`config.mk`:
```
export PLATFORM = sky130hd
export DESIGN_NAME = tcc_cfg_regs
export DESIGN_NICKNAME = d
export VERILOG_FILES = /design/src/rtl/core/tcc_pkg.sv /design/src/rtl/core/tcc_cfg_regs.sv
export SDC_FILE = /design/constraint.sdc
export NUM_CORES = 1
export LEC_CHECK = 0
export BUFFER_PORTS_ARGS = -buffer_cell sky130_fd_sc_hd__buf_2
export CORE_UTILIZATION = 43
export DETAILED_ROUTE_END_ITERATION = 8
export PLACE_DENSITY = 0.73
export SETUP_SLACK_MARGIN = 0.05
export SLEW_MARGIN = 20
export SYNTH_ARGS = -nofsm -noshare
export SYNTH_HDL_FRONTEND = slang
export SYNTH_SLANG_ARGS = --single-unit
```
`constraint.sdc`:
```
create_clock -name clk -period 1.5 [get_ports clk]
set_input_delay 0.225 -clock clk [delete_from_list [all_inputs] [get_ports clk]]
set_output_delay 0.225 -clock clk [all_outputs]
set_load 0.005 [all_outputs]
```
`src/rtl/core/tcc_pkg.sv`:
```
// ----------------------------------------------------------------------------
// Thermostat cycle controller package
// Shared widths, register map, codes and reset values of the controller.
// ----------------------------------------------------------------------------
`default_nettype none

package tcc_pkg;

  // Field widths
  localparam int unsigned TimeW    = 32;
  localparam int unsigned TempW    = 16;
  localparam int unsigned HystW    = 15;
  localparam int unsigned SecW     = 16;
  localparam int unsigned ElapsedW = 14;
  localparam int unsigned ModeW    = 2;
  localparam int unsigned KindW    = 2;

  // Configuration port
  localparam int unsigned AddrW = 5;
  localparam int unsigned DataW = 32;
  localparam int unsigned IdxW  = 3;

  // Register indexes
  localparam logic [IdxW-1:0] RegMode      = 3'd0;
  localparam logic [IdxW-1:0] RegSetpoint  = 3'd1;
  localparam logic [IdxW-1:0] RegHyst      = 3'd2;
  localparam logic [IdxW-1:0] RegLimitLow  = 3'd3;
  localparam logic [IdxW-1:0] RegLimitHigh = 3'd4;
  localparam logic [IdxW-1:0] RegMinCycle  = 3'd5;
  localparam logic [IdxW-1:0] RegMaxCycle  = 3'd6;

  // Operating modes
  localparam logic [ModeW-1:0] ModeOff  = 2'd0;
  localparam logic [ModeW-1:0] ModeHeat = 2'd1;
  localparam logic [ModeW-1:0] ModeCool = 2'd2;

  // Call kinds
  localparam logic [KindW-1:0] CallNone = 2'd0;
  localparam logic [KindW-1:0] CallHeat = 2'd1;
  localparam logic [KindW-1:0] CallCool = 2'd2;

  // Elapsed time handling and limit margin (2 degrees)
  localparam logic [TimeW-1:0]    ElapsedLimit = 32'd10000;
  localparam logic [ElapsedW-1:0] ElapsedClamp = 14'd600;
  localparam logic [TempW:0]      LimitMargin  = 17'sd32;

  // Register reset values
  localparam logic [ModeW-1:0]        ResetMode      = ModeOff;
  localparam logic signed [TempW-1:0] ResetSetpoint  = 16'sd320;
  localparam logic [HystW-1:0]        ResetHyst      = 15'd16;
  localparam logic signed [TempW-1:0] ResetLimitLow  = 16'sd160;
  localparam logic signed [TempW-1:0] ResetLimitHigh = 16'sd480;
  localparam logic [SecW-1:0]         ResetMinCycle  = 16'd300;
  localparam logic [SecW-1:0]         ResetMaxCycle  = 16'd3600;

  // Configuration register set
  typedef struct packed {
    logic [ModeW-1:0]        mode;
    logic signed [TempW-1:0] setpoint;
    logic [HystW-1:0]        hysteresis;
    logic signed [TempW-1:0] limit_low;
    logic signed [TempW-1:0] limit_high;
    logic [SecW-1:0]         min_cycle_seconds;
    logic [SecW-1:0]         max_cycle_seconds;
  } tcc_cfg_t;

  // Controller state
  typedef struct packed {
    logic [TimeW-1:0] last_change_time;
    logic             last_demand;
    logic             first_call;
  } tcc_state_t;

  // State update requests from the decision logic
  typedef struct packed {
    logic load_demand;
    logic load_time;
    logic clear_first;
  } tcc_update_t;

  // One result item
  typedef struct packed {
    logic [ElapsedW-1:0] elapsed_seconds;
    logic [KindW-1:0]    call_kind;
    logic                demand;
    logic                demand_changed;
  } tcc_result_t;

endpackage

`default_nettype wire

```
`src/rtl/core/tcc_cfg_regs.sv`:
```
// ----------------------------------------------------------------------------
// Thermostat configuration registers
// APB-style register file holding mode, setpoint, band, limits and cycle times.
// ----------------------------------------------------------------------------
`default_nettype none

module tcc_cfg_regs import tcc_pkg::*; (
  input  wire logic             clk,
  input  wire logic             rst,
  input  wire logic             psel,
  input  wire logic             penable,
  input  wire logic             pwrite,
  input  wire logic [AddrW-1:0] paddr,
  input  wire logic [DataW-1:0] pwdata,
  output logic      [DataW-1:0] prdata,
  output logic                  pready,
  output tcc_cfg_t              cfg
);

  logic            wr_en;
  logic [IdxW-1:0] reg_idx;

  assign pready  = 1'b1;
  assign wr_en   = psel && penable && pwrite;
  assign reg_idx = paddr[AddrW-1:2];

  // Register writes; unmapped indexes are ignored.
  always_ff @(posedge clk) begin
    if (rst) begin
      cfg.mode              <= ResetMode;
      cfg.setpoint          <= ResetSetpoint;
      cfg.hysteresis        <= ResetHyst;
      cfg.limit_low         <= ResetLimitLow;
      cfg.limit_high        <= ResetLimitHigh;
      cfg.min_cycle_seconds <= ResetMinCycle;
      cfg.max_cycle_seconds <= ResetMaxCycle;
    end else if (wr_en) begin
      unique case (reg_idx)
        RegMode:      cfg.mode              <= pwdata[ModeW-1:0];
        RegSetpoint:  cfg.setpoint          <= pwdata[TempW-1:0];
        RegHyst:      cfg.hysteresis        <= pwdata[HystW-1:0];
        RegLimitLow:  cfg.limit_low         <= pwdata[TempW-1:0];
        RegLimitHigh: cfg.limit_high        <= pwdata[TempW-1:0];
        RegMinCycle:  cfg.min_cycle_seconds <= pwdata[SecW-1:0];
        RegMaxCycle:  cfg.max_cycle_seconds <= pwdata[SecW-1:0];
        default: begin
        end
      endcase
    end
  end

  // Read-back multiplexer; signed fields are sign extended.
  always_comb begin
    unique case (reg_idx)
      RegMode:      prdata = {{(DataW-ModeW){1'b0}}, cfg.mode};
      RegSetpoint:  prdata = {{(DataW-TempW){cfg.setpoint[TempW-1]}}, cfg.setpoint};
      RegHyst:      prdata = {{(DataW-HystW){1'b0}}, cfg.hysteresis};
      RegLimitLow:  prdata = {{(DataW-TempW){cfg.limit_low[TempW-1]}}, cfg.limit_low};
      RegLimitHigh: prdata = {{(DataW-TempW){cfg.limit_high[TempW-1]}}, cfg.limit_high};
      RegMinCycle:  prdata = {{(DataW-SecW){1'b0}}, cfg.min_cycle_seconds};
      RegMaxCycle:  prdata = {{(DataW-SecW){1'b0}}, cfg.max_cycle_seconds};
      default:      prdata = '0;
    endcase
  end

endmodule

`default_nettype wire

```
==> flow_summary.ini <==
[yosys]
synthTopCellsByCount = 104 x mux2i_1, 97 x dfxtp_1, 87 x nand2b_1
yosysMostFrequentCell = mux2i_1
synth_area_leaders = dfxtp_1 40%, mux2i_1 22%, nand2b_1 11%
ys_warn_count = 0
synth_fp_nets = 531
yosysSeqAreaShare_pct = 40.13
ys.flop_type = dfxtp_1
synth_area_sq_um = 4838
synth_largest_area_cell = dfxtp_1
synth_area_per_cell_sq_um = 9.894
synth_cells = 489
synth_top_cell_area_share_pct = 40.13
synthArstFlopShare_pct = 0
synth.distinct_cells = 38
synth-edff-count = 0
synth-seq-cells = 97

[floorplan]
core.rowCount = 38
die_area_sq_um = 11680
core_area_sq_um = 10890
die_w_um = 108.1
die_y_um = 108.1
start_util_pct = 44.44
ios = 172

[setup_path]
crit_buf_inv = 1
critPathRequiredTime_ps = 1270
critPathArrivalTime_ps = 1470
cp_slowest_stage_delay_ps = 330
path_cells = mux2_2, a32o_2, a21o_1, buf_2
crit_start = cfg[63]
timing.rr.start = cfg[25]
start_kind = flop
cp_top_family = compound AO/OA/AOI/OAI gates
rr_endpoint = cfg[25]
cp_max_fo = 2
cp-end-kind = primary output
crit_type = flop to primary output
critPathSlowestCell = dfxtp_2
r2r_slack_ps = 650
r2r_cells = 4

[cells_and_area]
top_register = cfg
final_cells = 822
area_growth_pct = 34.88
largest_register_ffs = 97
fillCellCount = 970
diodes = 0
stdcell_area_sq_um = 6526
nNetsFinal = 719
top_regs = cfg x97
drive_above_1_share_pct = 47.21

[pwr]
leakagePower_nw = 3.358
power_w = 0.004891
peakVddDrop_mv = 0.5192
p_per_area_nw_per_um2 = 749.5

[timing]
finalSetupViolCount = 31
hold_slack_ps = 136.4
clock.fmax_mhz = 590.3
rsz0062_at_grt = true
slew_viol_final = 0
period_share_pct = 112.9
final-hold-violation-count = 0
fin_crit_ps = 1694
worst_slack_ps = -194.2
skew_ps = 0

[routing]
wirelength_um = 13900
first_pass_iters = 4
ant_nets = 0
drc = 0
via_per_inst = 5.167
wire_per_inst_um = 16.90
drt-initial-drc-count = 239
via_count = 4247

[clock_network]
cts_root_buf = clkbuf_8
clock_sinks = 97
cts_buffer_depth = 2
path_clk_slew_ps = 90
clkLatencyLatePin_ps = 360
cts_made_buffers = 9
hold_buffers = 0
cts_tree = yes
htreeDepth = 3

[place]
io_buffers = 152
place_ws_ps = -227.5
dpl.hpwl_um = 9754
detailed_place.area_sq_um = 5924
place_inst = 777
gp_congestion = 0.8123

[global_routing]
antenna_found_initial = 0
gr-total-overflow = 0
grt_pass1_wl_um = 22070
grt_pass1_vias = 4216
grt.total_usage_pct = 24.56
grt_max_degree = 86

[job]
cap_viol_max_count = 0

[hold_path]
min_from = pwdata[3]
worstHoldEndpoint = cfg[19]
min_path_cells = 3
holdCritPathClass = primary input to flop

[run_status]
outcome = finished with violations
failed_checks = setup timing
-- placed cells by master, fill, tap and decap left out, drive strengths merged, types with 13 or more instances in the layout --
master,count
buf,232
mux2i,104
dfxtp,97
nand2b,87
nor2,30
o21ai,20
nor2b,16
a221oi,14
a21oi,14
clkbuf,13
mux2,13
-- area by class of cell --
class	instances	area [sq um]	share of cell area (%)
timing repair buffer	232	1490	22.83
clock inverter	3	21.27	0.3259
multi-input combinational	334	2666	40.86
sequential	97	1983	30.39
inverter	3	11.26	0.1725
tap	140	175.2	2.684
clock buffer	13	178.9	2.742
-- worst min-delay path, cell delays in order --
cell,delay (ps)
buf_2,90
nor2_1,40
mux2i_1,110
-- routing by layer --
layer	share of wire [%]	wire, um	up-vias	GRT usage [%]
met5	0	0	-	0
met4	1.4	190	0	6.360
met3	6.2	867	15	5.485
met2	48	6705	145	41.54
met1	44	6131	2031	31.39
li1	-	-	2056	-
-- power by group --
part	switching, W	internal (W)
Sequential	0.0000150	0.00259
Clock	0.000910	0.000789
Combinational	0.000298	0.000287
-- kinds of logic (layout without fill, tap and decap cells) --
group	after synthesis	after routing	synth area share, %
and+or+nand+nor	148	148	18.13
DFF	97	97	40.13
AOI/OAI and AO/OA	68	68	9.671
muxes	117	117	24.54
other	1	1	0.07751
buffers and inverters	58	251	7.448
-- worst max-delay path by stage --
stage               slack (ps)         end  cells past startpoint
floorplan                   50   prdata[3]                      5
global placement          -190   prdata[3]                      6
detailed placement        -230   prdata[5]                      6
CTS                       -210  prdata[15]                      4
global route              -240  prdata[15]                      4
finish                    -190  prdata[15]                      4
-- per-stage QoR --
stage / util, % / TNS [ps]
after global routing: 59.94 / -6000
after floorplan: - / 0
after global placement: 54.41 / -5919
after CTS: 59.58 / -4685
after detailed placement: 54.41 / -6351
final: 59.94 / -4319
-- timing repair --
item                                    CTS  global route
pin swaps                                 6             1
setup buffers                            27             2
endpoints found under the hold margin     0             0
gates resized for setup                  57             8
endpoints found under the setup margin   32            32
cloned                                    0             0
Power figures use the tool's default switching activity.
