`src/rtl/core/tcc_pkg.sv`:
```
// ----------------------------------------------------------------------------
// Thermostat cycle controller package
// Shared widths, register map, codes and reset values of the controller.
// ----------------------------------------------------------------------------
`default_nettype none

package tcc_pkg;

  // Field widths
  localparam int unsigned TimeW    = 32;
  localparam int unsigned TempW    = 16;
  localparam int unsigned HystW    = 15;
  localparam int unsigned SecW     = 16;
  localparam int unsigned ElapsedW = 14;
  localparam int unsigned ModeW    = 2;
  localparam int unsigned KindW    = 2;

  // Configuration port
  localparam int unsigned AddrW = 5;
  localparam int unsigned DataW = 32;
  localparam int unsigned IdxW  = 3;

  // Register indexes
  localparam logic [IdxW-1:0] RegMode      = 3'd0;
  localparam logic [IdxW-1:0] RegSetpoint  = 3'd1;
  localparam logic [IdxW-1:0] RegHyst      = 3'd2;
  localparam logic [IdxW-1:0] RegLimitLow  = 3'd3;
  localparam logic [IdxW-1:0] RegLimitHigh = 3'd4;
  localparam logic [IdxW-1:0] RegMinCycle  = 3'd5;
  localparam logic [IdxW-1:0] RegMaxCycle  = 3'd6;

  // Operating modes
  localparam logic [ModeW-1:0] ModeOff  = 2'd0;
  localparam logic [ModeW-1:0] ModeHeat = 2'd1;
  localparam logic [ModeW-1:0] ModeCool = 2'd2;

  // Call kinds
  localparam logic [KindW-1:0] CallNone = 2'd0;
  localparam logic [KindW-1:0] CallHeat = 2'd1;
  localparam logic [KindW-1:0] CallCool = 2'd2;

  // Elapsed time handling and limit margin (2 degrees)
  localparam logic [TimeW-1:0]    ElapsedLimit = 32'd10000;
  localparam logic [ElapsedW-1:0] ElapsedClamp = 14'd600;
  localparam logic [TempW:0]      LimitMargin  = 17'sd32;

  // Register reset values
  localparam logic [ModeW-1:0]        ResetMode      = ModeOff;
  localparam logic signed [TempW-1:0] ResetSetpoint  = 16'sd320;
  localparam logic [HystW-1:0]        ResetHyst      = 15'd16;
  localparam logic signed [TempW-1:0] ResetLimitLow  = 16'sd160;
  localparam logic signed [TempW-1:0] ResetLimitHigh = 16'sd480;
  localparam logic [SecW-1:0]         ResetMinCycle  = 16'd300;
  localparam logic [SecW-1:0]         ResetMaxCycle  = 16'd3600;

  // Configuration register set
  typedef struct packed {
    logic [ModeW-1:0]        mode;
    logic signed [TempW-1:0] setpoint;
    logic [HystW-1:0]        hysteresis;
    logic signed [TempW-1:0] limit_low;
    logic signed [TempW-1:0] limit_high;
    logic [SecW-1:0]         min_cycle_seconds;
    logic [SecW-1:0]         max_cycle_seconds;
  } tcc_cfg_t;

  // Controller state
  typedef struct packed {
    logic [TimeW-1:0] last_change_time;
    logic             last_demand;
    logic             first_call;
  } tcc_state_t;

  // State update requests from the decision logic
  typedef struct packed {
    logic load_demand;
    logic load_time;
    logic clear_first;
  } tcc_update_t;

  // One result item
  typedef struct packed {
    logic [ElapsedW-1:0] elapsed_seconds;
    logic [KindW-1:0]    call_kind;
    logic                demand;
    logic                demand_changed;
  } tcc_result_t;

endpackage

`default_nettype wire

```
`src/rtl/core/tcc_decide.sv`:
```
// ----------------------------------------------------------------------------
// Thermostat demand decision
// Combinational rule chain: force, max on-time, limits and hysteresis.
// ----------------------------------------------------------------------------
`default_nettype none

module tcc_decide import tcc_pkg::*; (
  input  wire tcc_cfg_t           cfg,
  input  wire tcc_state_t         state,
  input  wire logic [TimeW-1:0]   now_seconds,
  input  wire logic signed [TempW-1:0] temperature,
  input  wire logic               manual_on,
  output tcc_result_t             result,
  output tcc_update_t             update
);

  logic [TimeW-1:0]        elapsed_raw;
  logic [ElapsedW-1:0]     elapsed;
  logic signed [TempW+1:0] temp_x;
  logic signed [TempW+1:0] setpoint_x;
  logic signed [TempW+1:0] half_x;
  logic signed [TempW+1:0] low_cut;
  logic signed [TempW+1:0] high_cut;
  logic signed [TempW+1:0] thr_up;
  logic signed [TempW+1:0] thr_down;
  logic                    max_hit;
  logic                    timed_ok;
  logic [KindW-1:0]        kind;
  logic                    dem;
  logic                    clear_first;
  logic                    changed;

  // Time since the last demand change, clamped when it is implausibly large.
  assign elapsed_raw = now_seconds - state.last_change_time;
  assign elapsed     = (elapsed_raw > ElapsedLimit) ? ElapsedClamp
                                                    : elapsed_raw[ElapsedW-1:0];

  assign max_hit  = ({{(SecW-ElapsedW){1'b0}}, elapsed} >= cfg.max_cycle_seconds);
  assign timed_ok = state.first_call ||
                    ({{(SecW-ElapsedW){1'b0}}, elapsed} >= cfg.min_cycle_seconds);

  // Temperatures widened by two bits so sums with the margin and band never wrap.
  assign temp_x     = {{2{temperature[TempW-1]}}, temperature};
  assign setpoint_x = {{2{cfg.setpoint[TempW-1]}}, cfg.setpoint};
  assign half_x     = {4'b0000, cfg.hysteresis[HystW-1:1]};
  assign low_cut    = {{2{cfg.limit_low[TempW-1]}}, cfg.limit_low}
                      - {LimitMargin[TempW], LimitMargin};
  assign high_cut   = {{2{cfg.limit_high[TempW-1]}}, cfg.limit_high}
                      + {LimitMargin[TempW], LimitMargin};
  assign thr_up     = setpoint_x + half_x;
  assign thr_down   = setpoint_x - half_x;

  // Rule chain in priority order.
  always_comb begin
    kind        = CallNone;
    dem         = 1'b0;
    clear_first = 1'b0;
    if (manual_on) begin
      kind = (cfg.mode == ModeCool) ? CallCool : CallHeat;
      dem  = 1'b1;
    end else if (max_hit && state.last_demand) begin
      kind = (cfg.mode == ModeCool) ? CallCool : CallHeat;
    end else if (cfg.mode == ModeCool && temp_x < low_cut) begin
      kind = CallCool;
    end else if (cfg.mode == ModeHeat && temp_x > high_cut) begin
      kind = CallHeat;
    end else if (cfg.mode == ModeCool) begin
      if (timed_ok) begin
        kind        = CallCool;
        dem         = temp_x > (state.last_demand ? thr_down : thr_up);
        clear_first = dem;
      end
    end else if (cfg.mode == ModeHeat) begin
      kind = CallHeat;
      if (timed_ok) begin
        dem         = temp_x < (state.last_demand ? thr_up : thr_down);
        clear_first = dem;
      end else begin
        dem = state.last_demand;
      end
    end
  end

  assign changed = (kind != CallNone) && (dem != state.last_demand);

  assign result.elapsed_seconds = elapsed;
  assign result.call_kind       = kind;
  assign result.demand          = (kind != CallNone) && dem;
  assign result.demand_changed  = changed;

  assign update.load_demand = (kind != CallNone);
  assign update.load_time   = changed && !manual_on;
  assign update.clear_first = clear_first;

endmodule

`default_nettype wire

```
`config.mk`:
```
export PLATFORM = sky130hd
export DESIGN_NAME = tcc_decide
export DESIGN_NICKNAME = d
export VERILOG_FILES = /design/src/rtl/core/tcc_pkg.sv /design/src/rtl/core/tcc_decide.sv
export SDC_FILE = /design/constraint.sdc
export NUM_CORES = 1
export LEC_CHECK = 0
export ABC_AREA = 1
export BUFFER_PORTS_ARGS = -buffer_cell sky130_fd_sc_hd__buf_2
export CAP_MARGIN = 20
export CORE_ASPECT_RATIO = 0.9
export CORE_MARGIN = 2
export CORE_UTILIZATION = 55
export DETAILED_ROUTE_END_ITERATION = 6
export GPL_TIMING_DRIVEN = 0
export PLACE_DENSITY = 0.85
export SYNTH_ARGS = -nofsm -noshare
export SYNTH_HDL_FRONTEND = slang
export SYNTH_SLANG_ARGS = --single-unit
export TNS_END_PERCENT = 10
```
`constraint.sdc`:
```
create_clock -name vclk -period 5.8
set_input_delay 0 -clock vclk [all_inputs]
set_output_delay 0 -clock vclk [all_outputs]
set_load 0.1 [all_outputs]
```
==> key figures, run 1 <==
Placement
  • Pre-CTS WS: between 0.8 and 0.9 ns
  • Dpl hpwl: ~17000 um
  • Number of port buffers: a little under 200
  • Final GP Congestion: 0.9324
  • Cell Area, Placed: 8283 um^2

Critical path
  • Worst path most repeated cell: nand2_1
  • Crit path kind: primary input to output port
  • Critical Path End Type: output port
  • Crit path launch type: primary input
  • WP buf/inv: 9
  • Delay-heaviest family, CP: simple AND/OR/NAND/NOR gates
  • Worst EP required: between 5 and 6 ns
  • Worst Path Arrival: 4.96 ns
  • Crit-path slowest cell: clkbuf_1
  • CP Depth: 39
  • Max Fanout on Critical Path: 10
  • CP peak stage delay: approximately 0.47 ns

Final layout
  • Fillers: approximately 1200
  • Reg area: 0 um^2
  • Final Util: 0.6581
  • Sequential cells: 0
  • Share of cells above drive strength 1: 0.1698
  • Area Growth Syn to Fin: 17.45%
  • Layout clock buffer count: 0
  • Nets: 1793
  • Final instance area: just over 8000 um^2

Routing
  • Total wire length: ~19000 um
  • DR DRC count: 0
  • Vias/cell: approximately 5
  • Post-route ant nets: 0
  • DRT iter0 DRCs: roughly 410
  • DR pass1 iterations: 5
  • Wire length per cell: approximately 12 um
  • Via count: 8233

Floorplanning
  • Row cnt: 39
  • Die H: approximately 110 um
  • Core ar.: 12590 um^2
  • Ports: around 200
  • Die ar.: 13750 um^2
  • Initial core utilization: 0.5603
  • Die Width: 123.4 um

Synth
  • XOR/XNOR share of the synthesized area: 0.07201
  • Post-Syn Area: 7054 um^2
  • Net Count, Synth: about 1600
  • Post-synthesis sequential area ratio: 0
  • Post-Syn Instances: 1256
  • Post-synthesis mux area share: 0
  • Synthesis warning total: 0
  • Post-synthesis adder-cell area fraction: 0.2799
  • Post-Synth Simple-Gate Area: 0.3418
  • Compound-Gate Fraction of Synth Area: 0.1460
  • Yosys cell types: 47
  • Main combinational cell family by area after synthesis: simple AND/OR/NAND/NOR gates
  • Avg Cell Area, Syn: 5.616 um^2

Clock network
  • Post-cts resize count: 0
  • CTS Hold Bufs: 0
  • Setup Fix Bufs, Post-CTS: 0

Power
  • Cell leakage power: about 5.3 nW
  • PwrDens: just over 90 nW/um^2
  • Total power: ~0.77 mW
  • Worst IR Drop VDD: slightly above 0.04 mV

STA
  • Final worst slack: 0.8408 ns
  • Max-Slew Margin vs Limit: 0.5992
  • RSZ-0062 raised after global routing: false
  • Hold Vio Cnt, Final: 0
  • Max Slew Vio Count: 0
  • Hold slack: about 0.44 ns
  • Final min period: 4.959 ns
  • Max Clk Rate: roughly 200 MHz
  • Post-route clock period utilization: 0.8550
  • Worst Tran Pin Value: 0.5861 ns
  • Final setup violation count: 0

Hold path
  • HP Class: primary input to output port
  • WHS Path Cells: 3

Flow run
  • Max cap viols: 0

Status
  • Outcome: finished, final reports clean

GRT
  • Initial antenna violation count: 1
  • Total gr overflow: 0
  • Pin count of the biggest net entering global routing: 11
  • GR Util All Layers: 0.2751
  • Vias in the first global route: ~7600
  • First-pass GRT wire length: between 30000 and 40000 um
-- layout by cell type (no fill, tap or decap), types with 2 or more instances in the layout --
cell type / netlist / routed
o21bai_1: 19 / 19
o31ai_1: 2 / 2
buf_2: 1 / 200
nor4_1: 4 / 4
o2111ai_1: 2 / 2
inv_2: 5 / 5
nand2_1: 357 / 357
nand4_1: 14 / 14
nand3_2: 5 / 5
o21ai_0: 56 / 56
and2_1: 5 / 5
nor2_1: 83 / 74
nand2_2: 14 / 14
nand3_1: 43 / 43
nor2_2: 6 / 14
clkbuf_1: 6 / 6
inv_1: 283 / 283
ha_1: 153 / 153
a21oi_1: 74 / 74
nand3b_1: 10 / 10
xor2_1: 47 / 47
nor3_1: 17 / 17
xnor2_1: 11 / 11
a211oi_1: 7 / 7
a21o_1: 4 / 4
buf_4: 2 / 2
fa_1: 3 / 3
o211ai_1: 3 / 3
a2111oi_0: 2 / 2
-- report_power, final --
part / internal [mW] / switching [mW] / leakage [nW] / total (mW)
logic: 0.295 / 0.479 / 5.32 / 0.774
clock network: 0.0000000230 / 0 / 0.00000634 / 0.0000000230
registers: 0 / 0 / 0 / 0
-- metrics by stage --
step	cells	TNS [ns]
4_1_cts	1619	0
3_3_place_gp	1619	0
6_report	1620	0
2_1_floorplan	1256	-0.05015
3_5_place_dp	1619	0
5_1_grt	1620	0
-- tightest hold or removal path: stages --
cell	delay, ns
buf_2	0.12
nor2_4	0.04
buf_2	0.28
-- kinds of logic after synthesis --
family / count (synthesis)
AND/OR/NAND/NOR: 564
buffers and inverters: 299
XOR/XNOR: 58
AO/OA/AOI/OAI: 179
adder cells (fa/ha/maj): 156
-- Yosys cell counts, types with 3 or more instances --
cell type,n,share of area
nand2_2,14,0.012
nor2_1,83,0.044
nor4_1,4,0.0035
inv_1,283,0.15
fa_1,3,0.0085
o21bai_1,19,0.020
ha_1,153,0.27
o211ai_1,3,0.0032
and2_1,5,0.0044
clkbuf_1,6,0.0032
inv_2,5,0.0027
a21oi_1,74,0.053
nand4_1,14,0.012
nand3b_1,10,0.011
o21ai_0,56,0.040
a211oi_1,7,0.0074
nor2_2,6,0.0053
xnor2_1,11,0.014
a21o_1,4,0.0043
nand3_2,5,0.0071
nor3_1,17,0.012
nand3_1,43,0.031
xor2_1,47,0.058
nand2_1,357,0.19
-- layout make-up --
cell class                 count  area (um^2)  share of cell area
timing repair buffer         199        996.0              0.1202
tap                          164        205.2             0.02477
buffer                        10        46.29            0.005587
multi-input combinational    957         5951              0.7182
antenna                        1        2.502           0.0003020
inverter                     289         1085              0.1309
-- path summary, 6_finish.rpt --
check  slack [ns]        end           start
min          0.44  update[1]       manual_on
max          0.84  result[0]  now_seconds[0]
-- per-layer routing --
metal / wire [um] / GRT usage
met1: 8821 / 0.3646
met2: 9044 / 0.4956
met3: 893 / 0.004611
met4: 415 / 0.05606
met5: 0 / 0
Power figures use the tool's default switching activity.
==> run 2, diff against run 1 <==
==> constraint.sdc (replaced) <==
create_clock -name vclk -period 5.8
set_input_delay 0.58 -clock vclk [all_inputs]
set_output_delay 0.58 -clock vclk [all_outputs]
set_load 0.1 [all_outputs]
==> run 2 against run 1 <==
Combinational power rose by 7.8%; sequential share of layout area stayed put; worst setup slack lost 0.72 ns; power grew 7.8%; non-clock buffer count is 13 higher; die area did not move; global-route usage down 0.35 points; count of clock-buffer cells in the layout is the same; fmax shrank 13%; flip-flop and latch count did not move; largest cell class unchanged.
==> key figures, run 2 (same netlist as run 1, synthesis figures left out) <==
Final layout
  • Layout clock buffer count: 0 (unchanged)
  • Nets: 1806 (+0.73%)
  • Sequential cells: 0 (unchanged)
  • Leading cell type in the layout, fill and taps excluded: nand2_1
  • Area Growth Syn to Fin: 23.08%
  • Final instance area: 8682 um^2 (+4.8%)
  • Final Util: 0.6896 (+0.03150)
  • Non-Filler Instances: 1634 (+0.86%)
  • Most frequent cells in the layout: nand2_1 (349), inv_1 (278), buf_2 (194)
  • Reg area: 0 um^2 (unchanged)
  • Share of cells above drive strength 1: 0.2071 (+0.03733)

Clock network
  • CTS Hold Bufs: 0 (unchanged)

Floorplanning
  • Die H: 111.4 um (unchanged)
  • Core ar.: 12590 um^2 (unchanged)
  • Die ar.: 13750 um^2 (unchanged)
  • Initial core utilization: 0.5603 (unchanged)
  • Die Width: 123.4 um (unchanged)
  • Row cnt: 39 (unchanged)
  • Ports: 201 (unchanged)

STA
  • Final setup violation count: 0 (unchanged)
  • Final min period: 5.674 ns (+0.7151 ns)
  • Worst Tran Pin Value: 0.5859 ns (-0.0002102 ns)
  • Max-Slew Margin vs Limit: 0.5993 (about the same)
  • RSZ-0062 raised after global routing: true
  • Hold slack: 1.490 ns (+1.048 ns)
  • Max Slew Vio Count: 0 (unchanged)
  • Final setup TNS: 0 ns (unchanged)
  • Post-route clock period utilization: 0.9783 (+0.1233)
  • Max Clk Rate: 176.2 MHz (-13%)
  • Hold Vio Cnt, Final: 0 (unchanged)

Critical path
  • Crit-path slowest cell: ha_1
  • Delay-heaviest family, CP: compound AO/OA/AOI/OAI gates
  • Worst path most repeated cell: o21bai_1
  • Worst EP required: 5.22 ns (-0.58 ns)
  • Worst Path Arrival: 5.09 ns (+0.13 ns)
  • Crit path kind: primary input to output port
  • WP buf/inv: 4 (-5)
  • CP peak stage delay: 0.29 ns (-0.18 ns)
  • Max Fanout on Critical Path: 2 (-8)
  • Crit path launch type: primary input
  • Critical Path End Type: output port

Placement
  • Placed Cells: 1619 (unchanged)
  • Cell Area, Placed: 8354 um^2 (+0.86%)
  • Number of port buffers: 199 (unchanged)
  • Final GP Congestion: 0.9637 (+3.4%)
  • Dpl hpwl: 17210 um (-0.55%)

Routing
  • DR DRC count: 0 (unchanged)
  • Vias/cell: 5.140 (+1.1%)
  • Via count: 8399 (+2.0%)
  • DRT iter0 DRCs: 486 (+20%)
  • Total wire length: 19980 um (+4.2%)
  • Wire length per cell: 12.23 um (+3.3%)
  • DR pass1 iterations: 5 (unchanged)
  • Post-route ant nets: 0 (unchanged)

Flow run
  • Max cap viols: 0 (unchanged)

Hold path
  • HP Class: primary input to output port

GRT
  • Pin count of the biggest net entering global routing: 11 (unchanged)
  • Vias in the first global route: 7341 (-3.1%)
  • GR Util All Layers: 0.2716 (-0.003515)
  • Initial antenna violation count: 2 (+1)
  • Total gr overflow: 0 (unchanged)
  • First-pass GRT wire length: 31630 um (-1.7%)

Power
  • Worst IR Drop VDD: 0.04693 mV (+13%)
  • Cell leakage power: 5.433 nW (+2.1%)
  • PwrDens: 96.06 nW/um^2 (+2.8%)

Status
  • Outcome: finished, final reports clean
==> run 2: cell count changes in the layout (fill, tap and decap cells not counted), sizes merged <==
cell / delta
buf: +13
clkinvlp: +1
clkinv: -1
diode: +1
==> run 2: per-layer routing <==
metal  vias to the layer above  wire (um)  global-route usage
met5                         -          0                   0
met4                         0        536             0.06288
met3                        40        961            0.009221
met2                       255       9444              0.4740
met1                      3719       9039              0.3669
li1                       4385          -                   -
==> run 2: worst paths after layout <==
check / cells after the start / to / startpoint
setup / recovery: 32 / update[1] / cfg[65]
hold / removal: 3 / update[1] / manual_on
==> run 2: repair_timing <==
| action | 4_1_cts | 5_1_grt |
|---|---|---|
| setup endpoints to repair | 3 | 7 |
| buffers inserted | 2 | 12 |
| gates resized for setup | 8 | 65 |
| pin swaps | 2 | 32 |
==> run 2: report_power, final <==
group / internal (mW) / leakage (nW) / switching [mW]
clock network: 0.0000000461 / 0.0000127 / 0
logic: 0.326 / 5.43 / 0.508
registers: 0 / 0 / 0
==> run 2: area by class of cell <==
cell class / count / area, um^2
fillers: 1167 / 3908
plain buffers: 9 / 50.05
diodes: 2 / 5.005
well taps: 164 / 205.2
inverters: 289 / 1089
multi-input cells: 957 / 6176
repair buffers: 213 / 1157
==> run 2: stage by stage <==
stage / setup slack, ns / total power, mW
finish: 0.1257 / 0.8340
global route: -0.1668 / 0.9444
CTS: 0.006795 / 0.7785
detailed placement: -0.2148 / 0.7689
global placement: -0.1641 / 0.7478
floorplan: -0.3373 / 0.5618
